**src/hgcd_pkg.sv**
```systemverilog
// Shared types, constants and arithmetic helpers for the haversine distance pipeline.
// Used by every module of the block; depends on nothing.
`timescale 1ns / 1ps

package hgcd_pkg;

  // Pipeline geometry
  localparam int CORDIC_STAGES = 32;
  localparam int SQRT_STEPS    = 31;
  localparam int IDX_W         = 6;   // CORDIC stage index, 0 to 63
  localparam int SQ_IDX_W      = 5;   // square root digit index

  // Field and datapath widths
  localparam int LAT_W      = 31;
  localparam int LON_W      = 32;
  localparam int DIST_W     = 31;
  localparam int IN_DATA_W  = 128;
  localparam int OUT_DATA_W = 32;
  localparam int HW         = 35;     // half-unit angle
  localparam int MW         = 31;     // folded angle magnitude
  localparam int CW         = 36;     // CORDIC x, y, z
  localparam int SW         = 61;     // square root remainder and root

  // Total register stages from input to output register
  localparam int PIPE_LAT = 1 + 3 + CORDIC_STAGES + 3 + SQRT_STEPS + CORDIC_STAGES + 2;

  // Angle reduction in units of 0.5e-7 degree
  localparam logic signed [HW-1:0] HALF_360 = 35'sd7200000000;
  localparam logic signed [HW-1:0] HALF_180 = 35'sd3600000000;
  localparam logic signed [HW-1:0] HALF_90  = 35'sd1800000000;
  localparam logic [31:0]          ANG_SCALE = 32'd4024455254;

  localparam logic signed [CW-1:0] CORDIC_GAIN = 36'sd652032874;
  localparam logic [30:0]          Q30_ONE     = 31'd1073741824;
  localparam logic [31:0]          RADIUS2_CM  = 32'd1275627400;  // twice the radius
  localparam logic [DIST_W-1:0]    DIST_MAX    = 31'd2003750834;

  typedef struct packed {
    logic signed [CW-1:0] x;
    logic signed [CW-1:0] y;
    logic signed [CW-1:0] z;
  } cordic_t;

  typedef struct packed {
    logic [SW-1:0] rem;
    logic [SW-1:0] root;
  } sqrt_t;

  // Arctangent of 2^-i in Q2.30
  function automatic logic signed [CW-1:0] atan_q30(input logic [IDX_W-1:0] i);
    logic signed [CW-1:0] v;
    case (i)
      6'd0:    v = 36'sd843314857;
      6'd1:    v = 36'sd497837829;
      6'd2:    v = 36'sd263043837;
      6'd3:    v = 36'sd133525159;
      6'd4:    v = 36'sd67021687;
      6'd5:    v = 36'sd33543516;
      6'd6:    v = 36'sd16775851;
      6'd7:    v = 36'sd8388437;
      6'd8:    v = 36'sd4194283;
      6'd9:    v = 36'sd2097149;
      6'd10:   v = 36'sd1048576;
      default: v = (i <= 6'd30) ? (36'sd1 <<< (6'd30 - i)) : '0;
    endcase
    return v;
  endfunction

  // Q2.30 product, rounded half up with a flooring shift
  function automatic logic signed [CW-1:0] mul_q30(input logic signed [CW-1:0] a,
                                                   input logic signed [CW-1:0] b);
    logic signed [2*CW-1:0] p;
    logic signed [2*CW-1:0] r;
    p = a * b;
    r = (p + (72'sd1 <<< 29)) >>> 30;
    return r[CW-1:0];
  endfunction

endpackage

```
**src/hgcd_sqrt_cell.sv**
```systemverilog
// One digit step of a restoring integer square root, with its output register.
// Depends on hgcd_pkg.
`timescale 1ns / 1ps

module hgcd_sqrt_cell (
  input  logic                          clk,
  input  logic                          en,
  input  logic [hgcd_pkg::SQ_IDX_W-1:0] step,
  input  hgcd_pkg::sqrt_t               in_s,
  output hgcd_pkg::sqrt_t               out_s
);

  logic [hgcd_pkg::SW-1:0] bitv;
  logic [hgcd_pkg::SW-1:0] trial;
  hgcd_pkg::sqrt_t         s_nxt;
  hgcd_pkg::sqrt_t         s_r;

  // Digit weight is 4^(30 - step)
  always_comb begin
    bitv  = hgcd_pkg::SW'(1) << (hgcd_pkg::SW - 1 - 2 * int'(step));
    trial = in_s.root + bitv;
    if (in_s.rem >= trial) begin
      s_nxt.rem  = in_s.rem - trial;
      s_nxt.root = (in_s.root >> 1) + bitv;
    end else begin
      s_nxt.rem  = in_s.rem;
      s_nxt.root = in_s.root >> 1;
    end
  end

  always_ff @(posedge clk) begin
    if (en) s_r <= s_nxt;
  end

  assign out_s = s_r;

endmodule

```
**config.mk**
```make
export PLATFORM = sky130hd
export DESIGN_NAME = hgcd_sqrt_cell
export DESIGN_NICKNAME = d
export VERILOG_FILES = /design/src/hgcd_pkg.sv /design/src/hgcd_sqrt_cell.sv
export SDC_FILE = /design/constraint.sdc
export NUM_CORES = 1
export LEC_CHECK = 0
export BUFFER_PORTS_ARGS = -buffer_cell sky130_fd_sc_hd__buf_2
export CORE_ASPECT_RATIO = 1.25
export CORE_MARGIN = 2
export CORE_UTILIZATION = 55
export DETAILED_ROUTE_END_ITERATION = 10
export GPL_TIMING_DRIVEN = 0
export PLACE_DENSITY_LB_ADDON = 0.25
export RECOVER_POWER = 50
export SYNTH_ARGS = -nofsm -noshare
export SYNTH_HDL_FRONTEND = slang
export SYNTH_SLANG_ARGS = --single-unit
export TNS_END_PERCENT = 5
```
**constraint.sdc**
```tcl
create_clock -name clk -period 9.15 [get_ports clk]
set_input_delay 1.3725 -clock clk [delete_from_list [all_inputs] [get_ports clk]]
set_output_delay 1.3725 -clock clk [all_outputs]
set_load 0.005 [all_outputs]
```
==> Word level (Yosys, flattened, before mapping) <==
Index checks and enable logic that the tools add are counted.
{ "totals": {"regBits": 122, "elab_cells": 10, "input_bits": 129, "output_inout_bits": 122} }
{ "classes": {"shift": 1, "n_addsub": 4, "n_lt_le_gt_ge": 1, "muxes": 1} }
{ "op_table": {"columns": ["op", "count"], "rows": [
  ["122-bit two-way mux", 1],
  ["60-bit by 61-bit adder with 61-bit output", 1],
  ["61-bit adder", 1],
  ["61-bit greater-or-equal comparator", 1],
  ["1-bit by 32-bit left shift with 61-bit output (first input constant)", 1],
  ["61-bit subtractor", 1],
  ["6-bit by 6-bit subtractor with 7-bit output (first input constant)", 1]
]} }

==> Depth between registers and ports, before layout <==
{ "depth": {"depth_word": 5, "mapped_depth": 32, "depth_no_buf": 27} }

==> Worst setup path before layout <==
No wires, ideal clock.
{ "synth_path": {"path_type": "in2reg", "from": "input step[0] (netlist bit)", "to": "register s_r, in the netlist out_s[62], data pin", "setup_ns": 0.260, "t_required_ns": 8.890, "path_stages": 27, "n_path_buf": 3, "setup_slack_ns": 1.929, "t_arrival_ns": 6.961, "path_cell_list": "ha_1 clkbuf_1 or3_1 nor2_1 ha_1 clkbuf_1 a31o_2 a31oi_1 a2bb2oi_1 o21ai_0 nor3b_1 o21ai_2 a31oi_1 or2_2 o2bb2ai_1 xnor2_1 ha_1 a21o_1 a21o_1 a21o_1 a211o_1 a21oi_1 o211ai_1 a31o_2 o21ai_4 buf_4 mux2_2"} }
{ "synth_rtl": {"columns": ["item", "line_no", "source"], "rows": [
  ["start: declaration", "hgcd_sqrt_cell.sv:8", "input logic [hgcd_pkg::SQ_IDX_W-1:0] step,"],
  ["end signal: assignment", "hgcd_sqrt_cell.sv:32", "if (en) s_r <= s_nxt;"],
  ["end: declaration", "hgcd_sqrt_cell.sv:16", "hgcd_pkg::sqrt_t s_r;"]
]} }

==> impl_metrics.json <==
{
  "status": "finished, violations left",
  "violations": "capacitance limit, slew limit",
  "stdcell_count": 2334,
  "fillers": 2250,
  "grt_pass1_vias": 13400,
  "worstPathRequired_ns": 9.30,
  "synth_area_per_cell_um2": 8.18,
  "maxSlewViolCount": 125,
  "yosysTopAreaCellShare_pct": 26.2,
  "antenna_found_initial": 5,
  "grt_overflow": 0,
  "max-vdd-ir-drop_mv": 0.137,
  "antenna_left": 0,
  "fin_ws_ns": 0.492,
  "cts_resized": 0,
  "die_area_um2": 26800,
  "largest_reg_flops": 122,
  "cts_setup_buffers": 0,
  "syn_inst": 1712,
  "relSlewSlack_pct": -119,
  "placed_cells": 2297,
  "io_buffers": 249,
  "min_period_over_period_pct": 94.6,
  "hold_viol": 0,
  "synthToLayoutAreaGrowth_pct": 16.1,
  "start_util_pct": 55.7,
  "tns_ns": 0,
  "synth_seq_area_share_pct": 26.2,
  "first_pass_iters": 8,
  "vias": 14600,
  "nets": 2233,
  "worstPathArrival_ns": 8.81,
  "setup_viol": 0,
  "clockBufferDepth": 2,
  "clkSlewWorstSetupHoldPaths_ns": 0.07,
  "htree_levels": 4,
  "worstMarginPinSlew_ns": 3.28,
  "syn_nets": 1964,
  "pin_count": 251,
  "rsz0062_at_grt": "no",
  "synth_seq_cells": 122,
  "synth.cell_area_um2": 14000,
  "rows": 65,
  "critPathCaptureType": "flip-flop",
  "synth_edf_count": 122,
  "fp.coreArea_um2": 25100,
  "ys.flop_type": "edfxtp_1",
  "cts_root_buf": "clkbuf_16",
  "wl_per_cell_um": 20.5,
  "cts.sinks": 122,
  "power_density_nw_per_um2": 144,
  "synth_cell_type_count": 90,
  "numCtsBuffers": 17,
  "yosysTopAreaCell": "edfxtp_1",
  "p_leak_nw": 6.76,
  "hold_buffers": 0,
  "ys_warn_count": 0,
  "die_w_um": 147,
  "place_congestion": 0.978,
  "grt_max_degree": 64,
  "drc_errors": 0,
  "async_flop_share_pct": 0,
  "critical_path.max_fanout": 10,
  "drive_above_1_share_pct": 16.2,
  "post-place-ws_ns": 0.169,
  "fin_crit_ns": 8.66,
  "dp_hpwl_um": 38100,
  "wl_um": 47800,
  "grt_usage_pct": 34.8,
  "viasPerCell": 6.27,
  "total_power_mw": 2.34,
  "worst_setup_path_start_kind": "primary input",
  "grt_pass1_wl_um": 72600,
  "drt_iter0_drc": 1401,
  "fmax_mhz": 115,
  "hold_path_class": "primary input to flip-flop",
  "maxCapViolations": 2,
  "synthTopCellsByArea": "edfxtp_1, ha_1, nand2_1",
  "cts_tree": "built",
  "critPathKind": "primary input to flip-flop",
  "die_h_um": 182
}
## critical path, cell delays in order
cell	delay, ns
buf_2	0.13
ha_1	0.18
buf_4	0.17
a32oi_1	0.70
nor2_1	0.16
ha_1	0.32
clkbuf_1	0.19
a31o_2	0.28
a31oi_1	0.18
a2bb2oi_1	0.22
o21ai_0	0.16
nor3b_1	0.29
o21ai_2	0.14
a31oi_1	0.49
or2_2	0.25
o2bb2ai_1	0.09
xnor2_1	0.33
ha_1	0.36
a21o_1	0.23
a21o_1	0.19
a21o_1	0.18
a211o_1	0.29
a21oi_1	0.17
o211ai_1	0.12
a31o_2	0.32
o21ai_4	0.40
clkbuf_1	0.60
o21ai_0	0.28
## final timing paths
| path | to | depth (start not counted) | start |
|---|---|---|---|
| worst max-delay path | out_s[18] | 28 | step[1] |
| worst min-delay path | out_s[108] | 3 | in_s[108] |
## Yosys cell counts, drive strengths merged, types with 4 or more instances
| master | instances |
|---|---|
| a211o | 8 |
| a211oi | 10 |
| a21boi | 6 |
| a21o | 71 |
| a21oi | 115 |
| a31o | 20 |
| a31oi | 70 |
| a32oi | 4 |
| a41oi | 8 |
| and2 | 25 |
| and3 | 26 |
| and4 | 7 |
| buf | 30 |
| clkbuf | 56 |
| edfxtp | 122 |
| ha | 122 |
| inv | 33 |
| mux2 | 5 |
| nand2 | 217 |
| nand2b | 8 |
| nand3 | 51 |
| nand4 | 40 |
| nor2 | 127 |
| nor2b | 14 |
| nor3 | 29 |
| nor3b | 5 |
| nor4 | 13 |
| o2111ai | 6 |
| o211ai | 11 |
| o21a | 12 |
| o21ai | 169 |
| o21bai | 25 |
| o311ai | 5 |
| o31ai | 20 |
| or2 | 9 |
| or3 | 11 |
| xnor2 | 74 |
| xor2 | 85 |
## area by class of cell
cell class | instances | area (um2) | area share [%]
multi-input cells | 1471 | 9760 | 60.1
flip-flops and latches | 122 | 3660 | 22.5
repair buffers | 250 | 1190 | 7.34
plain buffers | 86 | 454 | 2.79
clock buffers | 18 | 429 | 2.64
well taps | 335 | 419 | 2.58
clock inverters | 14 | 196 | 1.21
inverters | 33 | 124 | 0.762
diodes | 5 | 12.5 | 0.0770
## cells in the final DEF, fill, tap and decap left out, types with 26 or more instances in the layout
cell type  count
a21o_1        71
a21oi_1      111
a31oi_1       66
and3_1        26
buf_2        212
clkbuf_1     102
edfxtp_1     122
ha_1         122
inv_1         33
nand2_1      217
nand3_1       51
nand4_1       40
nor2_1       127
nor3_1        29
o21ai_0      147
xnor2_1       74
xor2_1        84
## per-stage QoR
| stage | hold WS, ns | area, um2 | utilization [%] |
|---|---|---|---|
| after global routing | 1.24 | 16300 | 64.7 |
| after detailed placement | 1.67 | 15700 | 62.5 |
| after CTS | 1.22 | 16300 | 65.0 |
| after floorplan | 1.49 | 14000 | - |
| after global placement | 1.67 | 15700 | 62.3 |
| final | 1.23 | 16300 | 64.7 |
## routing by layer
metal  global-route usage, %  vias to the layer above  routed length [um]  share of wire (%)
li1                        -                     6963                   -                  -
met1                    47.6                     6760               20300                 42
met2                    55.2                      797               21500                 45
met3                    4.83                      107                4300                9.0
met4                    15.0                        0                1810                3.8
met5                       0                        -                   0                  0
## cells by family (layout without fill, tap and decap cells)
logic type	after synthesis	in the layout	synth area share [%]
simple gates	591	591	19.8
xor+xnor	159	159	10.1
buf+inv	119	401	4.13
mux	8	8	0.617
compound gates	588	588	28.0
other cells	0	5	0
fa+ha+maj	125	125	11.2
flops	122	122	26.2
## where the power goes
| part | switching (mW) | internal, mW | total, mW |
|---|---|---|---|
| clock | 0.280 | 0.457 | 0.737 |
| combinational | 0.541 | 0.320 | 0.861 |
| sequential | 0.0183 | 0.721 | 0.739 |
No activity file was read; power rests on OpenSTA's default activity.
