## src/hgcd_pkg.sv

```systemverilog
// Shared types, constants and arithmetic helpers for the haversine distance pipeline.
// Used by every module of the block; depends on nothing.
`timescale 1ns / 1ps

package hgcd_pkg;

  // Pipeline geometry
  localparam int CORDIC_STAGES = 32;
  localparam int SQRT_STEPS    = 31;
  localparam int IDX_W         = 6;   // CORDIC stage index, 0 to 63
  localparam int SQ_IDX_W      = 5;   // square root digit index

  // Field and datapath widths
  localparam int LAT_W      = 31;
  localparam int LON_W      = 32;
  localparam int DIST_W     = 31;
  localparam int IN_DATA_W  = 128;
  localparam int OUT_DATA_W = 32;
  localparam int HW         = 35;     // half-unit angle
  localparam int MW         = 31;     // folded angle magnitude
  localparam int CW         = 36;     // CORDIC x, y, z
  localparam int SW         = 61;     // square root remainder and root

  // Total register stages from input to output register
  localparam int PIPE_LAT = 1 + 3 + CORDIC_STAGES + 3 + SQRT_STEPS + CORDIC_STAGES + 2;

  // Angle reduction in units of 0.5e-7 degree
  localparam logic signed [HW-1:0] HALF_360 = 35'sd7200000000;
  localparam logic signed [HW-1:0] HALF_180 = 35'sd3600000000;
  localparam logic signed [HW-1:0] HALF_90  = 35'sd1800000000;
  localparam logic [31:0]          ANG_SCALE = 32'd4024455254;

  localparam logic signed [CW-1:0] CORDIC_GAIN = 36'sd652032874;
  localparam logic [30:0]          Q30_ONE     = 31'd1073741824;
  localparam logic [31:0]          RADIUS2_CM  = 32'd1275627400;  // twice the radius
  localparam logic [DIST_W-1:0]    DIST_MAX    = 31'd2003750834;

  typedef struct packed {
    logic signed [CW-1:0] x;
    logic signed [CW-1:0] y;
    logic signed [CW-1:0] z;
  } cordic_t;

  typedef struct packed {
    logic [SW-1:0] rem;
    logic [SW-1:0] root;
  } sqrt_t;

  // Arctangent of 2^-i in Q2.30
  function automatic logic signed [CW-1:0] atan_q30(input logic [IDX_W-1:0] i);
    logic signed [CW-1:0] v;
    case (i)
      6'd0:    v = 36'sd843314857;
      6'd1:    v = 36'sd497837829;
      6'd2:    v = 36'sd263043837;
      6'd3:    v = 36'sd133525159;
      6'd4:    v = 36'sd67021687;
      6'd5:    v = 36'sd33543516;
      6'd6:    v = 36'sd16775851;
      6'd7:    v = 36'sd8388437;
      6'd8:    v = 36'sd4194283;
      6'd9:    v = 36'sd2097149;
      6'd10:   v = 36'sd1048576;
      default: v = (i <= 6'd30) ? (36'sd1 <<< (6'd30 - i)) : '0;
    endcase
    return v;
  endfunction

  // Q2.30 product, rounded half up with a flooring shift
  function automatic logic signed [CW-1:0] mul_q30(input logic signed [CW-1:0] a,
                                                   input logic signed [CW-1:0] b);
    logic signed [2*CW-1:0] p;
    logic signed [2*CW-1:0] r;
    p = a * b;
    r = (p + (72'sd1 <<< 29)) >>> 30;
    return r[CW-1:0];
  endfunction

endpackage

```

## src/hgcd_angle_prep.sv

```systemverilog
// Angle front end: wraps a half-unit angle, folds it into +-90 degrees and scales it
// to Q2.30 radians over three register stages. Depends on hgcd_pkg.
`timescale 1ns / 1ps

module hgcd_angle_prep (
  input  logic                          clk,
  input  logic                          en,
  input  logic signed [hgcd_pkg::HW-1:0] h,
  output logic signed [hgcd_pkg::CW-1:0] z,
  output logic                          neg_cos
);

  logic signed [hgcd_pkg::HW-1:0] r;
  logic                          nc;
  logic                          neg;
  logic signed [hgcd_pkg::HW-1:0] mag;
  logic [hgcd_pkg::MW-1:0]        mag_r;
  logic                          negz_r;
  logic                          ncos_a_r;
  logic [62:0]                   prod_r;
  logic                          negz_b_r;
  logic                          ncos_b_r;
  logic [63:0]                   prod_rnd;
  logic signed [hgcd_pkg::CW-1:0] zmag;
  logic signed [hgcd_pkg::CW-1:0] z_r;
  logic                          ncos_c_r;

  // Wrap into [-180, 180) and fold into [-90, 90]
  always_comb begin
    r  = h;
    nc = 1'b0;
    if (r >= hgcd_pkg::HALF_180) r = r - hgcd_pkg::HALF_360;
    if (r < -hgcd_pkg::HALF_180) r = r + hgcd_pkg::HALF_360;
    if (r > hgcd_pkg::HALF_90) begin
      r  = hgcd_pkg::HALF_180 - r;
      nc = 1'b1;
    end
    if (r < -hgcd_pkg::HALF_90) begin
      r  = -hgcd_pkg::HALF_180 - r;
      nc = 1'b1;
    end
    neg = r[hgcd_pkg::HW-1];
    mag = neg ? -r : r;
  end

  // Rounded scaling to radians
  assign prod_rnd = {1'b0, prod_r} + 64'h8000_0000;
  assign zmag     = hgcd_pkg::CW'(prod_rnd[63:32]);

  always_ff @(posedge clk) begin
    if (en) begin
      mag_r    <= mag[hgcd_pkg::MW-1:0];
      negz_r   <= neg;
      ncos_a_r <= nc;
      prod_r   <= 63'(mag_r) * 63'(hgcd_pkg::ANG_SCALE);
      negz_b_r <= negz_r;
      ncos_b_r <= ncos_a_r;
      z_r      <= negz_b_r ? -zmag : zmag;
      ncos_c_r <= ncos_b_r;
    end
  end

  assign z       = z_r;
  assign neg_cos = ncos_c_r;

endmodule

```

## config.mk

```make
export PLATFORM = sky130hd
export DESIGN_NAME = hgcd_angle_prep
export DESIGN_NICKNAME = d
export VERILOG_FILES = /design/src/hgcd_pkg.sv /design/src/hgcd_angle_prep.sv
export SDC_FILE = /design/constraint.sdc
export NUM_CORES = 1
export LEC_CHECK = 0
export BUFFER_PORTS_ARGS = -buffer_cell sky130_fd_sc_hd__clkbuf_2
export CAP_MARGIN = 5
export CORE_AREA = 2 2 225 172
export DETAILED_ROUTE_END_ITERATION = 12
export DIE_AREA = 0 0 227 174
export PLACE_DENSITY = 0.83
export SETUP_SLACK_MARGIN = 0.2
export SLEW_MARGIN = 20
export SYNTH_ARGS = -nofsm -noshare
export SYNTH_HDL_FRONTEND = slang
export SYNTH_SLANG_ARGS = --single-unit
```

## constraint.sdc

```tcl
create_clock -name clk -period 14.55 [get_ports clk]
set_input_delay 1.455 -clock clk [delete_from_list [all_inputs] [get_ports clk]]
set_output_delay 1.455 -clock clk [all_outputs]
set_load 0.05 [all_outputs]
```

# Yosys cells after proc, flatten, opt, wreduce, memory -nomap -nowiden
# Cells that the tools add are included.
# classes
muxes	7
addsub	7
magnitude_cmp	4
n_mul	1
# ops
operator	count
2-to-1 mux 35 bit	4
subtractor 33 x 35 -> 35 bit, first input constant	2
adder 63 x 32 -> 64 bit, second input constant	1
multiplier 31 x 31 -> 62 bit, second input constant	1
negation 32 -> 36 bit	1
adder 35 x 34 -> 35 bit, second input constant	1
>= comparator 35 x 33 -> 1 bit, second input constant	1
> comparator 35 x 32 -> 1 bit, second input constant	1
less-than comparator 35 x 32 -> 1 bit, second input constant	1
less-than comparator 35 x 33 -> 1 bit, second input constant	1
subtractor 35 x 34 -> 35 bit, second input constant	1
2-to-1 mux 32 bit	1
2-to-1 mux 31 bit	1
negation 31 bit	1
2-to-1 mux 1 bit	1
# word_totals
elab_cells	28
inputBits	37
reg_bits	134

# Depth between registers and ports, before layout
# depth
ltp_word	10
mapped_depth	48

# Worst setup path before layout
# No wires, ideal clock.
# synth_timing
path_type	input to register
from	input h[27] (netlist bit)
to	register mag_r[29] (netlist bit), data pin
n_path_buf	6
path_stages	42
arrival_ns	10.312
slack_ns	3.975
path_cell_list	buf_2 and4bb_1 or4b_1 buf_2 o22ai_2 buf_2 xnor2_1 inv_1 ha_1 inv_1 a21o_1 a211oi_2 nor2_1 o21ai_1 mux2_2 a211o_1 a211oi_2 inv_2 [... 6 more ...] a221oi_1 o31ai_1 a31oi_1 o211ai_1 nand2_1 a21oi_1 ha_1 inv_1 buf_2 maj3_2 a211oi_2 nand3_1 or3_1 or4b_4 nor4_4 nand3_1 o31ai_1 xnor2_1
# synth_between
elab_chain_len	10
# synth_lines
item	line	source
start: declaration	hgcd_angle_prep.sv:8	input logic signed [hgcd_pkg::HW-1:0] h,
subtractor 35 x 34 -> 35 bit / >= comparator 35 x 33 -> 1 bit (equally long branches)	hgcd_angle_prep.sv:32	if (r >= hgcd_pkg::HALF_180) r = r - hgcd_pkg::HALF_360;
2-to-1 mux 35 bit (*)	hgcd_angle_prep.sv:32	
adder 35 x 34 -> 35 bit / less-than comparator 35 x 33 -> 1 bit (equally long branches)	hgcd_angle_prep.sv:33	if (r < -hgcd_pkg::HALF_180) r = r + hgcd_pkg::HALF_360;
2-to-1 mux 35 bit (*)	hgcd_angle_prep.sv:33	
subtractor 33 x 35 -> 35 bit / > comparator 35 x 32 -> 1 bit (equally long branches)	hgcd_angle_prep.sv:35, hgcd_angle_prep.sv:34	
2-to-1 mux 35 bit (*)	hgcd_angle_prep.sv:34	if (r > hgcd_pkg::HALF_90) begin
subtractor 33 x 35 -> 35 bit / less-than comparator 35 x 32 -> 1 bit (equally long branches)	hgcd_angle_prep.sv:39, hgcd_angle_prep.sv:38	
2-to-1 mux 35 bit (*)	hgcd_angle_prep.sv:38	if (r < -hgcd_pkg::HALF_90) begin
negation 31 bit	hgcd_angle_prep.sv:43	mag = neg ? -r : r;
2-to-1 mux 31 bit (*)	hgcd_angle_prep.sv:43	
via mag (one bit)	hgcd_angle_prep.sv:16	logic signed [hgcd_pkg::HW-1:0] mag;
end signal: assignment	hgcd_angle_prep.sv:52	mag_r <= mag[hgcd_pkg::MW-1:0];
end: declaration	hgcd_angle_prep.sv:17	logic [hgcd_pkg::MW-1:0] mag_r;
# The timed path passes the listed nets; every way through them passes the cells marked *.
# A chain may end at the register's enable or synchronous reset.

# Worst setup path in the final report
# layout_timing
from	input h[28] (netlist bit)
to	register mag_r[30] (netlist bit), data pin
# Same word-level chain as after synthesis.

==> metrics.md <==
| Metric | Value |
|---|---|
| Outcome | complete, no violations |
| Most frequent cells in the layout | inv_1, fa_1, ha_1 |
| Post-synthesis net count | about 3200 |
| Max FO, Critical Path | 30 |
| Ys flop type | edfxtp_1 |
| R2R setup slack | approximately 4.3 ns |
| Crit. End Element | flip-flop |
| Hold Crit Class | reg -> reg |
| Vias post-DR | 19000 |
| Crit path DAT | 13.07 ns |
| Clock net sink count | around 100 |
| Routability-driven placement congestion ratio | about 0.97 |
| Reg2reg start | mag_r[5]$_DFFE_PP_ |
| CP Launch Point | h[28] |
| Core footprint | about 0.038 mm² |
| First-pass GRT wire length | ~99000 µm |
| WL final | 59500 µm |
| CP endpoint | mag_r[30]$_DFFE_PP_ |
| Crit path max-delay cell type | o22ai_2 |
| Post-DP HPWL | between 50000 and 60000 µm |
| Post-Syn Area per Cell | 9.60 µm² |
| Final TNS setup | 0 ns |
| Die ar. | roughly 0.04 mm² |
| Yosys warns | 0 |
| Count of final hold-check violations | 0 |
| Rel. slew slack | between 30 and 40% |
| Die height | 174 µm |
| DR WL/cell | around 19 µm |
| Final net count | approximately 3300 |
| Port Buffers | 73 |
| Cells after synthesis | between 2000 and 3000 |
| Initial core utilization | between 60% and 70% |
| FF+latch count, synth | roughly 100 |
| Slew @ Worst Pin | between 0.9 and 1 ns |
| Congestion Overflow GR | 0 |
| Slew Limit Fails | 0 |
| Worst Setup Path Type | in -> reg |
| Hold_buf cts | 0 |
| Number of cells upsized or downsized after cts | 0 |
| Fill cell count | between 2000 and 3000 |
| Die X | 227 µm |
| Cell Area, Synth | 0.0244 mm² |
| EDFF count, synth | approximately 100 |
| Share of cells above drive strength 1 | under 10% |
| Cell count of the worst hold path | 0 |
| Async set-reset flop share out of synthesis | 0% |
| Remaining antenna violation count | 0 |
| Initial antenna violation count | 0 |
| GRT Util Overall | 31.4% |
| Skew-Pair Late Insertion Delay | 0.37 ns |
| Reg2reg end | prod_r[62]$_DFFE_PP_ |
| Worst Skew | approximately 0.015 ns |
| Final count of negative-setup-slack endpoints | 0 |
| CTS tree | done |
| Inserted Clock Buffers | 9 |
| FF-to-FF path depth | 30 |
| Worst path max stage delay | 0.71 ns |
| Worst setup margin | 1.59 ns |
| Tmin final | 12.96 ns |
| CP Launch Type | primary input |
| DR pass1 iterations | 6 |
| Part of the Yosys area used for sequential elements | approximately 13% |
| Synth-to-layout area growth | 4.43% |
| Fmax | between 70 and 80 MHz |
| Setup WS pre-CTS | 1.59 ns |
| Remaining DRCs | 0 |
| Clock-pin slew on the worst setup and hold paths | approximately 0.09 ns |
| RSZ-0062 raised after global routing | no |
| Root Driver | clkbuf_16 |
| Netlist cell types | between 100 and 150 |
| Ports | 74 |
| Most common cell after layout, fill and taps aside | inv_1 |
| Largest net degree at the start of global routing | 57 |
| Most frequent CP cell | nand2_1 |
| DR vias/cell | approximately 6.2 |
| Fin util | 67.7% |
| H-tree depth | 3 |
| Critical Path RT | between 10 and 15 ns |
| Vias in the first global route | 19400 |
| Post-CTS Setup Repair Bufs | 0 |
| Std-Cell Rows | 62 |
| Max-Cap Viols | 0 |
| Clock Tree Buf Depth | 2 |
| Diodes inserted | 0 |
| Period utilization | a little under 90% |
| 1st-iter DRT viols | 1594 |
-- worst min path at each step --
| stage | startpoint | slack (ns) | endpoint |
|---|---|---|---|
| 6_report | ncos_b_r$_DFFE_PP_ | 0.43 | neg_cos$_DFFE_PP_ |
| 2_1_floorplan | ncos_a_r$_SDFFCE_PN1P_ | 0.40 | ncos_b_r$_DFFE_PP_ |
| 3_3_place_gp | ncos_b_r$_DFFE_PP_ | 0.42 | neg_cos$_DFFE_PP_ |
| 3_5_place_dp | ncos_b_r$_DFFE_PP_ | 0.41 | neg_cos$_DFFE_PP_ |
| 5_1_grt | ncos_b_r$_DFFE_PP_ | 0.46 | neg_cos$_DFFE_PP_ |
| 4_1_cts | ncos_b_r$_DFFE_PP_ | 0.43 | neg_cos$_DFFE_PP_ |
-- flip-flops by register name, summed over array words and instances, names as in the netlist --
| register | flops |
|---|---|
| z | 36 |
| prod_r | 32 |
| mag_r | 31 |
| ncos_a_r | 1 |
| ncos_b_r | 1 |
| neg_cos | 1 |
| negz_b_r | 1 |
| negz_r | 1 |
-- logic make-up after synthesis --
kind of cell,synth area share [%]
xor+xnor,8.31
mux,1.00
compound gates,12.6
simple gates,12.9
fa+ha+maj,45.1
flops,12.8
buf+inv,7.20
-- cell usage after synthesis, types with 21 or more instances --
cell type,number,share of area (%)
fa_1,342,28
a21oi_1,93,1.9
o21ai_1,23,0.47
and3_1,26,0.67
nor3_1,48,0.99
a21o_1,21,0.65
edfxtp_1,104,13
nor2_1,141,2.2
xor2_1,71,2.6
inv_1,373,5.7
nor2b_1,27,0.69
o21ai_0,93,1.9
nand4_1,23,0.59
o31ai_1,21,0.65
ha_1,330,17
clkbuf_1,36,0.55
nand2_1,147,2.3
nand3_1,63,1.3
or3_1,27,0.69
nand2b_1,24,0.62
xnor2_1,155,5.6
-- critical path, delay by kind of cell --
kind / cells / cell delay [ns]
AOI/OAI and AO/OA: 17 / 5.31
and+or+nand+nor: 14 / 3.79
buffers and inverters: 5 / 1.81
adders and majority gates: 2 / 0.51
xor gates and xnor gates: 1 / 0.12
-- final cells by class --
cell class / count / area (µm²) / share of cell area [%]
tap: 512 / 641 / 2.52
inverter: 374 / 1400 / 5.52
timing repair buffer: 86 / 465 / 1.83
sequential: 104 / 3120 / 12.3
multi-input combinational: 1988 / 19500 / 76.6
clock buffer: 9 / 225 / 0.886
clock inverter: 7 / 97.6 / 0.384
-- per-stage QoR --
step / hold slack [ns] / cell area [µm²] / cells
floorplan: 0.400 / 24400 / 2536
global placement: 0.421 / 25100 / 3064
detailed placement: 0.410 / 25100 / 3064
CTS: 0.432 / 25400 / 3080
global route: 0.460 / 25400 / 3080
finish: 0.429 / 25400 / 3080
-- metal layers --
metal | part of all wire (%) | routed length (µm) | track usage [%]
met1 | 44 | 26100 | 44.7
met3 | 7.9 | 4710 | 5.54
met2 | 47 | 27900 | 51.5
met5 | 0 | 0 | 0
met4 | 1.3 | 769 | 4.98
Power is left out: the tool's default activity adds up to more than one toggle a clock period on the data nets, which glitch-free logic cannot reach.
