==> src/hgcd_pkg.sv <==
// Shared types, constants and arithmetic helpers for the haversine distance pipeline.
// Used by every module of the block; depends on nothing.
`timescale 1ns / 1ps

package hgcd_pkg;

  // Pipeline geometry
  localparam int CORDIC_STAGES = 32;
  localparam int SQRT_STEPS    = 31;
  localparam int IDX_W         = 6;   // CORDIC stage index, 0 to 63
  localparam int SQ_IDX_W      = 5;   // square root digit index

  // Field and datapath widths
  localparam int LAT_W      = 31;
  localparam int LON_W      = 32;
  localparam int DIST_W     = 31;
  localparam int IN_DATA_W  = 128;
  localparam int OUT_DATA_W = 32;
  localparam int HW         = 35;     // half-unit angle
  localparam int MW         = 31;     // folded angle magnitude
  localparam int CW         = 36;     // CORDIC x, y, z
  localparam int SW         = 61;     // square root remainder and root

  // Total register stages from input to output register
  localparam int PIPE_LAT = 1 + 3 + CORDIC_STAGES + 3 + SQRT_STEPS + CORDIC_STAGES + 2;

  // Angle reduction in units of 0.5e-7 degree
  localparam logic signed [HW-1:0] HALF_360 = 35'sd7200000000;
  localparam logic signed [HW-1:0] HALF_180 = 35'sd3600000000;
  localparam logic signed [HW-1:0] HALF_90  = 35'sd1800000000;
  localparam logic [31:0]          ANG_SCALE = 32'd4024455254;

  localparam logic signed [CW-1:0] CORDIC_GAIN = 36'sd652032874;
  localparam logic [30:0]          Q30_ONE     = 31'd1073741824;
  localparam logic [31:0]          RADIUS2_CM  = 32'd1275627400;  // twice the radius
  localparam logic [DIST_W-1:0]    DIST_MAX    = 31'd2003750834;

  typedef struct packed {
    logic signed [CW-1:0] x;
    logic signed [CW-1:0] y;
    logic signed [CW-1:0] z;
  } cordic_t;

  typedef struct packed {
    logic [SW-1:0] rem;
    logic [SW-1:0] root;
  } sqrt_t;

  // Arctangent of 2^-i in Q2.30
  function automatic logic signed [CW-1:0] atan_q30(input logic [IDX_W-1:0] i);
    logic signed [CW-1:0] v;
    case (i)
      6'd0:    v = 36'sd843314857;
      6'd1:    v = 36'sd497837829;
      6'd2:    v = 36'sd263043837;
      6'd3:    v = 36'sd133525159;
      6'd4:    v = 36'sd67021687;
      6'd5:    v = 36'sd33543516;
      6'd6:    v = 36'sd16775851;
      6'd7:    v = 36'sd8388437;
      6'd8:    v = 36'sd4194283;
      6'd9:    v = 36'sd2097149;
      6'd10:   v = 36'sd1048576;
      default: v = (i <= 6'd30) ? (36'sd1 <<< (6'd30 - i)) : '0;
    endcase
    return v;
  endfunction

  // Q2.30 product, rounded half up with a flooring shift
  function automatic logic signed [CW-1:0] mul_q30(input logic signed [CW-1:0] a,
                                                   input logic signed [CW-1:0] b);
    logic signed [2*CW-1:0] p;
    logic signed [2*CW-1:0] r;
    p = a * b;
    r = (p + (72'sd1 <<< 29)) >>> 30;
    return r[CW-1:0];
  endfunction

endpackage

==> src/hgcd_cordic_cell.sv <==
// One CORDIC micro-rotation cell, rotation or vectoring mode, with its output register.
// Depends on hgcd_pkg.
`timescale 1ns / 1ps

module hgcd_cordic_cell (
  input  logic                       clk,
  input  logic                       en,
  input  logic                       vec,
  input  logic [hgcd_pkg::IDX_W-1:0] stage,
  input  hgcd_pkg::cordic_t          in_c,
  output hgcd_pkg::cordic_t          out_c
);

  logic signed [hgcd_pkg::CW-1:0] sx;
  logic signed [hgcd_pkg::CW-1:0] sy;
  logic signed [hgcd_pkg::CW-1:0] at;
  logic                          pos;
  hgcd_pkg::cordic_t             c_nxt;
  hgcd_pkg::cordic_t             c_r;

  // Direction: rotation follows z, vectoring drives y toward zero
  always_comb begin
    sx  = in_c.x >>> stage;
    sy  = in_c.y >>> stage;
    at  = hgcd_pkg::atan_q30(stage);
    pos = vec ? in_c.y[hgcd_pkg::CW-1] : !in_c.z[hgcd_pkg::CW-1];
    if (pos) begin
      c_nxt.x = in_c.x - sy;
      c_nxt.y = in_c.y + sx;
      c_nxt.z = in_c.z - at;
    end else begin
      c_nxt.x = in_c.x + sy;
      c_nxt.y = in_c.y - sx;
      c_nxt.z = in_c.z + at;
    end
  end

  always_ff @(posedge clk) begin
    if (en) c_r <= c_nxt;
  end

  assign out_c = c_r;

endmodule

==> config.mk <==
export PLATFORM = sky130hd
export DESIGN_NAME = hgcd_cordic_cell
export DESIGN_NICKNAME = d
export VERILOG_FILES = /design/src/hgcd_pkg.sv /design/src/hgcd_cordic_cell.sv
export SDC_FILE = /design/constraint.sdc
export NUM_CORES = 1
export LEC_CHECK = 0
export BUFFER_PORTS_ARGS = -buffer_cell sky130_fd_sc_hd__buf_2
export CAP_MARGIN = 20
export CELL_PAD_IN_SITES_DETAIL_PLACEMENT = 1
export CELL_PAD_IN_SITES_GLOBAL_PLACEMENT = 2
export CORE_MARGIN = 1
export CORE_UTILIZATION = 37
export CTS_CLUSTER_SIZE = 24
export DETAILED_ROUTE_END_ITERATION = 8
export PLACE_DENSITY = 0.92
export SETUP_SLACK_MARGIN = 0.2
export SYNTH_ARGS = -nofsm -noshare
export SYNTH_HDL_FRONTEND = slang
export SYNTH_SLANG_ARGS = --single-unit
==> constraint.sdc <==
create_clock -name clk -period 9 [get_ports clk]
set_input_delay 1.8 -clock clk [delete_from_list [all_inputs] [get_ports clk]]
set_output_delay 1.8 -clock clk [all_outputs]
set_load 0.005 [all_outputs]
; ---- Word level (Yosys, flattened, before mapping)
; Index checks and enable logic that the tools add are counted.
[word_totals]
reg_bits = 108
input_bits = 117
out_inout_bits = 108
wordCells = 30
[op_classes]
addsub = 7
magnitude_cmp = 1
n_eq_ne = 10
n_shift = 3
muxes = 4
n_reduce_logical = 2
[ops]
columns = cell, n
row1 = case mux 36 bit (11 select lines), 1
row2 = adder 36 bit, 3
row3 = 2-to-1 mux 108 bit, 1
row4 = subtractor 36 bit, 3
row5 = >>> shifter 36 x 6 -> 36 bit, 2
row6 = 2-to-1 mux 36 bit, 1
row7 = <<< shifter 1 x 6 -> 36 bit (first input constant), 1
row8 = equality test 6 x 3 -> 1 bit (second input constant), 4
row9 = equality test 6 x 4 -> 1 bit (second input constant), 3
row10 = equality test 6 x 2 -> 1 bit (second input constant), 2
row11 = equality test 6 x 1 -> 1 bit (second input constant), 1
row12 = less-or-equal comparator 6 x 5 -> 1 bit (second input constant), 1
row13 = logical NOT 6 bit, 1
row14 = subtractor 5 x 6 -> 6 bit (first input constant), 1
row15 = logical NOT 1 bit, 1
row16 = 2-to-1 mux 1 bit, 1

; ---- Depth between registers and ports, before layout
; Gate-level depths: netlist of run 1.
[depth]
depth_word = 6
ltp_mapped = 31
depth_no_buf = 23

; ---- Worst setup path after synthesis of run 1
; Ideal clock, no wire load.
[synth_timing]
kind = input port to flip-flop
start = in stage[1] (netlist bit)
end = reg c_r, in the netlist out_c[97] (data pin)
setup_time_ps = 135
arrival_time_ps = 7107
required_ps = 8865
setup_slack_ps = 1758
path_stages = 27
n_path_buf = 6
cell_sequence = buf_6 -> buf_4 -> buf_6 -> buf_4 -> buf_4 -> buf_4 -> mux2_2 -> nand2_1 -> a31oi_1 -> o22ai_1 -> or2_2 -> ha_1 -> nand2_1 -> nor4_2 -> a21oi_1 -> xnor2_1 -> ha_1 -> a21o_1 -> a21o_1 -> a21oi_1 -> o21ai_0 -> a31oi_1 -> o21ai_0 -> a2111oi_0 -> nor4_1 -> or4_1 -> nand3_1
[synth_lines]
columns = element, line
row1 = from (decl), hgcd_cordic_cell.sv:9  ; input logic [hgcd_pkg::IDX_W-1:0] stage,
row2 = to (signal assigned), hgcd_cordic_cell.sv:39  ; if (en) c_r <= c_nxt;
row3 = to (decl), hgcd_cordic_cell.sv:19  ; hgcd_pkg::cordic_t c_r;

==> results of run 1 <==
## worst max path at each step
stage / from / endpoint / slack, ns / cells past startpoint
after CTS: stage[1] / out_c[71] / 0.62 / 22
after detailed placement: stage[1] / out_c[71] / 0.21 / 22
final: stage[1] / out_c[71] / 0.62 / 23
after global placement: stage[1] / out_c[71] / 0.40 / 22
after floorplan: stage[1] / out_c[97] / 1.76 / 27
after global routing: stage[1] / out_c[71] / 0.33 / 23
## power groups by stage
stage,registers (mW),clock network (mW),logic [mW]
2_1_floorplan,0.828,0,1.11
3_3_place_gp,0.799,0,1.77
3_5_place_dp,0.805,0,1.81
4_1_cts,0.795,0.441,1.83
5_1_grt,0.805,0.447,1.99
6_report,0.792,0.427,1.84
## cells by family (layout without fill, tap and decap cells)
logic type | after synthesis | count (layout) | synth area share, %
xor+xnor | 179 | 179 | 9.074
flops | 108 | 108 | 18.77
mux | 201 | 201 | 17.32
buf+inv | 169 | 432 | 5.004
fa+ha+maj | 111 | 111 | 8.169
compound gates | 622 | 622 | 24.00
other cells | 0 | 2 | 0
simple gates | 620 | 620 | 17.66
## cell usage after synthesis (all sizes together), types with 19 or more instances
| cell type | instances | share of area, % |
|---|---|---|
| ha | 108 | 7.8 |
| o21ai | 121 | 3.5 |
| a211oi | 21 | 0.91 |
| nor2 | 165 | 3.6 |
| xnor2 | 120 | 6.1 |
| buf | 64 | 2.7 |
| nand2b | 31 | 1.1 |
| inv | 56 | 1.2 |
| mux2i | 80 | 4.7 |
| nor3 | 40 | 1.2 |
| nand3 | 59 | 1.7 |
| mux4 | 73 | 9.5 |
| a21oi | 164 | 4.8 |
| edfxtp | 108 | 19 |
| a21o | 52 | 2.3 |
| nor2b | 26 | 0.94 |
| a31oi | 41 | 1.5 |
| xor2 | 59 | 3.0 |
| mux2 | 48 | 3.2 |
| nand2 | 176 | 3.9 |
| clkbuf | 49 | 1.1 |
| o211ai | 19 | 0.91 |
| and2 | 31 | 1.1 |
## metal layers
metal  global-route usage, %  up-vias  share of wire, %
met5                       0        -             0.015
met4                   15.78        2               4.6
met2                   53.44      894                45
met1                   44.34     9237                43
met3                   5.456      165               7.6
li1                        -     8172                 -
## worst max-delay path, delay by kind of cell
family / cells / cell delay [ns]
AOI/OAI and AO/OA: 10 / 3.23
adders and majority gates: 1 / 0.28
xor gates and xnor gates: 2 / 0.41
muxes: 2 / 0.68
and+or+nand+nor: 4 / 0.91
buffers and inverters: 4 / 1.17
## final cells by class
class                   count  area [um2]  share of cell area (%)
inverters                  56       210.2                   1.055
flip-flops and latches    108        3243                   16.28
clock inverters             5       53.80                  0.2701
multi-input cells        1733       13210                   66.33
repair buffers            362        2220                   11.14
well taps                 600       750.7                   3.769
clock buffers               9       225.2                   1.131
diodes                      2       5.005                 0.02513
## stage by stage
stage | hold WS (ns) | instances | util (%) | setup slack, ns
2_1_floorplan | 1.913 | 2010 | - | 1.758
3_3_place_gp | 2.160 | 2858 | 42.97 | 0.3997
3_5_place_dp | 2.174 | 2859 | 42.98 | 0.2072
4_1_cts | 1.731 | 2873 | 43.59 | 0.6217
5_1_grt | 1.759 | 2873 | 43.60 | 0.3267
6_report | 1.741 | 2875 | 43.61 | 0.6153
## repair_timing
action                     in CTS  in global routing
resized for setup               0                  1
setup buffers                   0                  0
setup endpoints to repair       0                  1
==> results.json, run 1 <==
{
  "swShare_pct": 43.07,
  "syn-instance-count": 2010,
  "crit_path_top_delay_cell": "a221o_1",
  "nets": 2498,
  "grt_pass1_wl_mm": 119.6,
  "critical_path_class": "in2reg",
  "drtIter0Drc": 1702,
  "crit_path_max_fanout": 69,
  "rsz0062_at_grt": "false",
  "largest_register_ff_count": 108,
  "finalCriticalPeriod_ns": 8.385,
  "final_area_um2": 19920,
  "ys_warn_count": 0,
  "p_leak_nw": 8.152,
  "cts_root_buf": "clkbuf_16",
  "hold_buffers": 0,
  "die_x_um": 218.1,
  "fin_crit_sh_pct": 93.16,
  "cp.arrival_ns": 8.55,
  "slew_headroom_pct": 24.51,
  "fin_tns_setup_ns": 0,
  "num_rows": 78,
  "ys.flop_type": "edfxtp_1",
  "core_um2": 45670,
  "drv_cap": 0,
  "hpwlAfterDp_mm": 64.16,
  "drc_errors": 0,
  "portBuffers": 224,
  "htree_levels": 3,
  "drv_slew": 0,
  "layout-drive-gt1-share_pct": 24.11,
  "cp_cell_sequence": "buf_6 -> buf_4 -> mux2_2 -> mux2i_1 -> o221ai_1 -> a221o_1 -> nor3_1 -> nor3b_1 -> a31oi_1 -> xnor2_1 -> ha_1 -> nand2_1 -> nor4_1 -> buf_4 -> o311ai_0 -> o211ai_1 -> a211o_1 -> o21ai_0 -> o21ai_0 -> buf_4 -> o41ai_1 -> o2111ai_1 -> xnor2_1",
  "postSynthAreaPerCell_um2": 8.596,
  "worst_pin_slew_ns": 1.132,
  "end_kind": "flip-flop",
  "p_per_area_nw_per_um2": 153.8,
  "grt_pass1_vias": 18640,
  "startpoint_type": "input port",
  "power_frac_seq_pct": 25.9,
  "synth_edf_count": 108,
  "hold_viol": 0,
  "hp-start": "in_c[36]",
  "areaGrowthSynthToFinish_pct": 15.29,
  "cts.clk_slew.worst_paths_ns": 0.08,
  "final_cell_mix": "buf_2, nand2_1, nor2_1",
  "hold_end": "out_c[36]",
  "die_h_um": 218.1,
  "fmax_ghz": 0.1193,
  "worst_ep_required_time_ns": 9.16,
  "cell_internal_pwr_mw": 1.744,
  "cts_tree": "done",
  "cts_max_path_buffers": 2,
  "routedWlPerCell_um": 27.99,
  "start_util_pct": 37.83,
  "yosysUniqueCellTypes": 107,
  "dpl_cell_area_um2": 19630,
  "grt_max_degree": 70,
  "setup_viol": 0,
  "dieArea_um2": 47570,
  "drt-pass1-iter-count": 5,
  "syn_nets": 2238,
  "ant_nets": 0,
  "fillCellCount": 5502,
  "cts_buffers": 9,
  "max_stage_delay_ns": 0.57,
  "cts_sinks": 108,
  "async_flop_share_pct": 0,
  "gp_congestion": 1.064,
  "ys_seq_elements": 108,
  "gr-total-overflow": 0,
  "num_vias": 18470,
  "status": "complete, no violations",
  "hp-class": "in2reg",
  "via_per_inst": 6.424,
  "pwr-share-comb_pct": 60.2,
  "worst_path_most_repeated_cell": "buf_4",
  "antenna_found_initial": 3,
  "p_total_mw": 3.063,
  "grt_use_total_pct": 33.60,
  "final_common_cell": "buf_2",
  "wirelength_mm": 80.48,
  "synth_area_um2": 17280,
  "power.switching_mw": 1.319,
  "min_path_cells": 2,
  "clkPwrFrac_pct": 13.9,
  "pin_count": 225,
  "ys_seq_area_share_pct": 18.77,
  "vdd_drop_max_mv": 0.09345
}
No activity file was read; power rests on OpenSTA's default activity.
==> run 2, diff against run 1 <==
==> constraint.sdc (replaced) <==
create_clock -name clk -period 8.4 [get_ports clk]
set_input_delay 2.1 -clock clk [delete_from_list [all_inputs] [get_ports clk]]
set_output_delay 2.1 -clock clk [all_outputs]
set_load 0.005 [all_outputs]
==> results.json, run 2 (synthesis results as in run 1) <==
{
  "layout-drive-gt1-share_pct": 30.16,
  "p_per_area_nw_per_um2": 162.0,
  "drt-pass1-iter-count": 5,
  "slew_headroom_pct": 31.77,
  "hp-class": "in2reg",
  "hold_viol": 0,
  "worst_path_most_repeated_cell": "a21oi_1",
  "portBuffers": 224,
  "cts_root_buf": "clkbuf_16",
  "end_kind": "flip-flop",
  "crit_buf_inv": 5,
  "dpl_cell_area_um2": 21140,
  "holdWs_ns": 2.039,
  "crit_path_max_fanout": 63,
  "core_um2": 45670,
  "setup_viol": 0,
  "grt_max_degree": 64,
  "p_total_mw": 3.475,
  "via_per_inst": 6.310,
  "cts_buffers": 9,
  "crit_path_top_delay_cell": "mux4_2",
  "fin_crit_sh_pct": 94.15,
  "worst_pin_slew_ns": 1.019,
  "final_area_um2": 21460,
  "fmax_ghz": 0.1265,
  "grt_pass1_vias": 19790,
  "worst_ep_required_time_ns": 8.57,
  "htree_levels": 3,
  "largest_register_ff_count": 108,
  "nets": 2692,
  "post-place-ws_ns": -0.01677,
  "drtIter0Drc": 1761,
  "status": "complete, no violations",
  "p_leak_nw": 9.132,
  "wirelength_mm": 83.82,
  "ctsResizeCount": 0,
  "cts_setup_buffers": 0,
  "num_rows": 78,
  "antenna_found_initial": 0,
  "cts_sinks": 108,
  "drv_slew": 0,
  "cts.clk_slew.worst_paths_ns": 0.08,
  "gp_congestion": 1.016,
  "hp-start": "in_c[36]",
  "cp_top_family": "compound AO/OA/AOI/OAI gates",
  "final_common_cell": "buf_4",
  "start_util_pct": 37.83,
  "routedWlPerCell_um": 27.32,
  "drc_errors": 0,
  "finalCriticalPeriod_ns": 7.908,
  "max_stage_delay_ns": 0.59,
  "crit_start": "stage[1]",
  "drv_cap": 0,
  "cts_max_path_buffers": 2,
  "fillCellCount": 5569,
  "areaGrowthSynthToFinish_pct": 24.18,
  "register_area_um2": 3243,
  "die_x_um": 218.1,
  "dieArea_um2": 47570,
  "ant_nets": 0,
  "hpwlAfterDp_mm": 67.57,
  "pin_count": 225,
  "multi_input_area_um2": 13220,
  "vdd_drop_max_mv": 0.1062,
  "setup_slack_ns": 0.4918,
  "cts_tree": "done",
  "hold_buffers": 0,
  "num_vias": 19360,
  "final_cell_mix": "buf_4, buf_2, nand2_1",
  "cp.arrival_ns": 8.08,
  "gr-total-overflow": 0,
  "final_core_util_pct": 46.98,
  "die_h_um": 218.1,
  "grt_use_total_pct": 35.25,
  "rsz0062_at_grt": "false",
  "grt_pass1_wl_mm": 125.9,
  "critical_path_class": "in2reg",
  "startpoint_type": "input port"
}
## run 2: cell types whose count changed in the layout (fill, tap and decap cells not counted), moves of 2 or more
cell / change
nor3b_2: -2
buf_12: +4
o21ai_0: -2
o21ai_1: +2
nor3b_1: +2
buf_4: +189
## run 2: per-layer routing
metal,routed length [um],track usage [%]
met1,35160,46.09
met4,4152,17.69
met5,0,0
met2,38300,56.70
met3,6210,4.871
## run 2: worst paths after layout
kind / end / cells after the start / slack [ns]
max: out_c[106] / 25 / 0.49
min: out_c[36] / 2 / 2.04
## run 2: final cells by class
class,instances,share of cell area [%]
tap,600,3.499
timing repair buffer,556,17.49
clock inverter,5,0.2566
sequential,108,15.12
inverter,56,0.9797
multi-input combinational,1733,61.59
antenna,1,0.01166
clock buffer,9,1.050
## run 2: report_power, final
group          total (mW)  internal, mW  leakage [nW]  switching [mW]
Sequential          0.852         0.815          1.06          0.0367
Combinational        2.17         0.963          7.94            1.21
Clock               0.453         0.227         0.135           0.227
## run 2: per-stage QoR
step	std cells	setup TNS, ns
after floorplan	2010	0
after global placement	3053	0
after detailed placement	3053	-0.01677
after CTS	3067	0
after global routing	3067	0
final	3068	0
==> run 3, diff against run 2 <==
--- a/config.mk
+++ b/config.mk
@@ -13,7 +13,7 @@
 export CORE_UTILIZATION = 37
 export CTS_CLUSTER_SIZE = 24
 export DETAILED_ROUTE_END_ITERATION = 8
-export PLACE_DENSITY = 0.92
+export PLACE_DENSITY = 0.82
 export SETUP_SLACK_MARGIN = 0.2
 export SYNTH_ARGS = -nofsm -noshare
 export SYNTH_HDL_FRONTEND = slang
==> results.json, run 3 (synthesis results as in run 1) <==
{
  "drt-pass1-iter-count": 5,
  "hp-start": "in_c[36]",
  "grt_max_degree": 72,
  "cts_buffers": 9,
  "drv_cap": 0,
  "die_h_um": 218.1,
  "worst_ep_required_time_ns": 8.55,
  "cts.clk_slew.worst_paths_ns": 0.08,
  "dpl_cell_area_um2": 20690,
  "final_core_util_pct": 46.00,
  "end_kind": "flip-flop",
  "num_rows": 78,
  "grt_use_total_pct": 34.19,
  "cts_root_buf": "clkbuf_16",
  "setup_slack_ns": 0.4424,
  "cts_tree": "done",
  "largest_register_ff_count": 108,
  "cp.arrival_ns": 8.11,
  "power.switching_mw": 1.450,
  "antennaDiodeCount": 0,
  "areaGrowthSynthToFinish_pct": 21.59,
  "worst_pin_slew_ns": 1.174,
  "wirelength_mm": 81.44,
  "vdd_drop_max_mv": 0.1089,
  "portBuffers": 224,
  "hpwlAfterDp_mm": 66.29,
  "crit_start": "stage[1]",
  "startpoint_type": "input port",
  "die_x_um": 218.1,
  "p_per_area_nw_per_um2": 162.7,
  "p_total_mw": 3.418,
  "fin_crit_sh_pct": 94.73,
  "cts_max_path_buffers": 2,
  "critical_path_class": "in2reg",
  "clkPwrFrac_pct": 13.7,
  "grt_pass1_wl_mm": 121.9,
  "finalCriticalPeriod_ns": 7.958,
  "dieArea_um2": 47570,
  "setup_viol": 0,
  "ant_nets": 0,
  "start_util_pct": 37.83,
  "stdcell_count": 3010,
  "slew_headroom_pct": 21.75,
  "core_um2": 45670,
  "placed_cells": 2994,
  "final_area_um2": 21010,
  "grt_pass1_vias": 19140,
  "gp_congestion": 1.090,
  "p_leak_nw": 8.852,
  "final_common_cell": "buf_4",
  "gr-total-overflow": 0,
  "hp-class": "in2reg",
  "swShare_pct": 42.43,
  "drv_slew": 0,
  "num_vias": 18810,
  "antenna_found_initial": 1,
  "nets": 2634,
  "status": "complete, no violations",
  "power_frac_seq_pct": 24.9,
  "drtIter0Drc": 1779,
  "cell_internal_pwr_mw": 1.968,
  "routedWlPerCell_um": 27.06,
  "hold_buffers": 0,
  "via_per_inst": 6.250,
  "holdWs_ns": 2.044,
  "fin_tns_setup_ns": 0,
  "crit_path_max_fanout": 31,
  "layout-drive-gt1-share_pct": 28.46,
  "fmax_ghz": 0.1257,
  "post-place-ws_ns": -0.4499,
  "pin_count": 225,
  "hold_viol": 0,
  "rsz0062_at_grt": "false",
  "pwr-share-comb_pct": 61.5,
  "cts_sinks": 108,
  "min_path_cells": 2,
  "htree_levels": 3,
  "final_cell_mix": "buf_4, buf_2, nand2_1",
  "drc_errors": 0
}
run 3: cell type report:
| class | count | area, um2 |
|---|---|---|
| repair buffers | 498 | 3299 |
| inverters | 56 | 210.2 |
| flip-flops and latches | 108 | 3243 |
| fillers | 5538 | 24660 |
| multi-input cells | 1733 | 13220 |
| clock buffers | 10 | 229.0 |
| clock inverters | 5 | 61.31 |
| well taps | 600 | 750.7 |
run 3: worst max-delay path, cell delays in order:
cell	delay [ns]
buf_6	0.29
mux2_2	0.40
mux4_2	0.51
a2111oi_2	0.45
a221oi_2	0.09
a311oi_1	0.36
buf_4	0.19
and4_1	0.24
and2_1	0.28
a41oi_1	0.17
xnor2_1	0.17
ha_1	0.33
nand3_1	0.11
buf_4	0.15
nor4_2	0.55
o311ai_2	0.29
o211ai_1	0.24
a211o_1	0.17
o21ai_0	0.10
o21ai_0	0.28
o41ai_1	0.10
buf_4	0.14
o2111ai_1	0.24
xnor2_1	0.12
run 3: routing by layer:
layer | part of all wire, % | track usage (%) | wire (um) | vias to the layer above
met5 | 0.017 | 0 | 14 | -
met4 | 4.2 | 15.10 | 3387 | 2
met3 | 7.7 | 5.303 | 6243 | 151
met2 | 45 | 53.34 | 36750 | 847
met1 | 43 | 46.46 | 35040 | 9365
li1 | - | - | - | 8449
run 3: power by group through the flow:
stage	clock network, mW	registers [mW]	logic (mW)
final	0.467	0.849	2.10
after global routing	0.494	0.865	2.28
after CTS	0.483	0.853	2.08
after detailed placement	0	0.862	2.07
after global placement	0	0.857	2.03
after floorplan	0	0.887	1.19
run 3: path summary, 6_finish.rpt:
| check | end |
|---|---|
| max | out_c[71] |
| min | out_c[36] |
run 3: repair_timing:
item                                    4_1_cts  5_1_grt
resized for setup                             1        3
buffers inserted                              0        0
cloned                                        0        0
hold endpoints to repair                      0        0
endpoints found under the setup margin        3        4
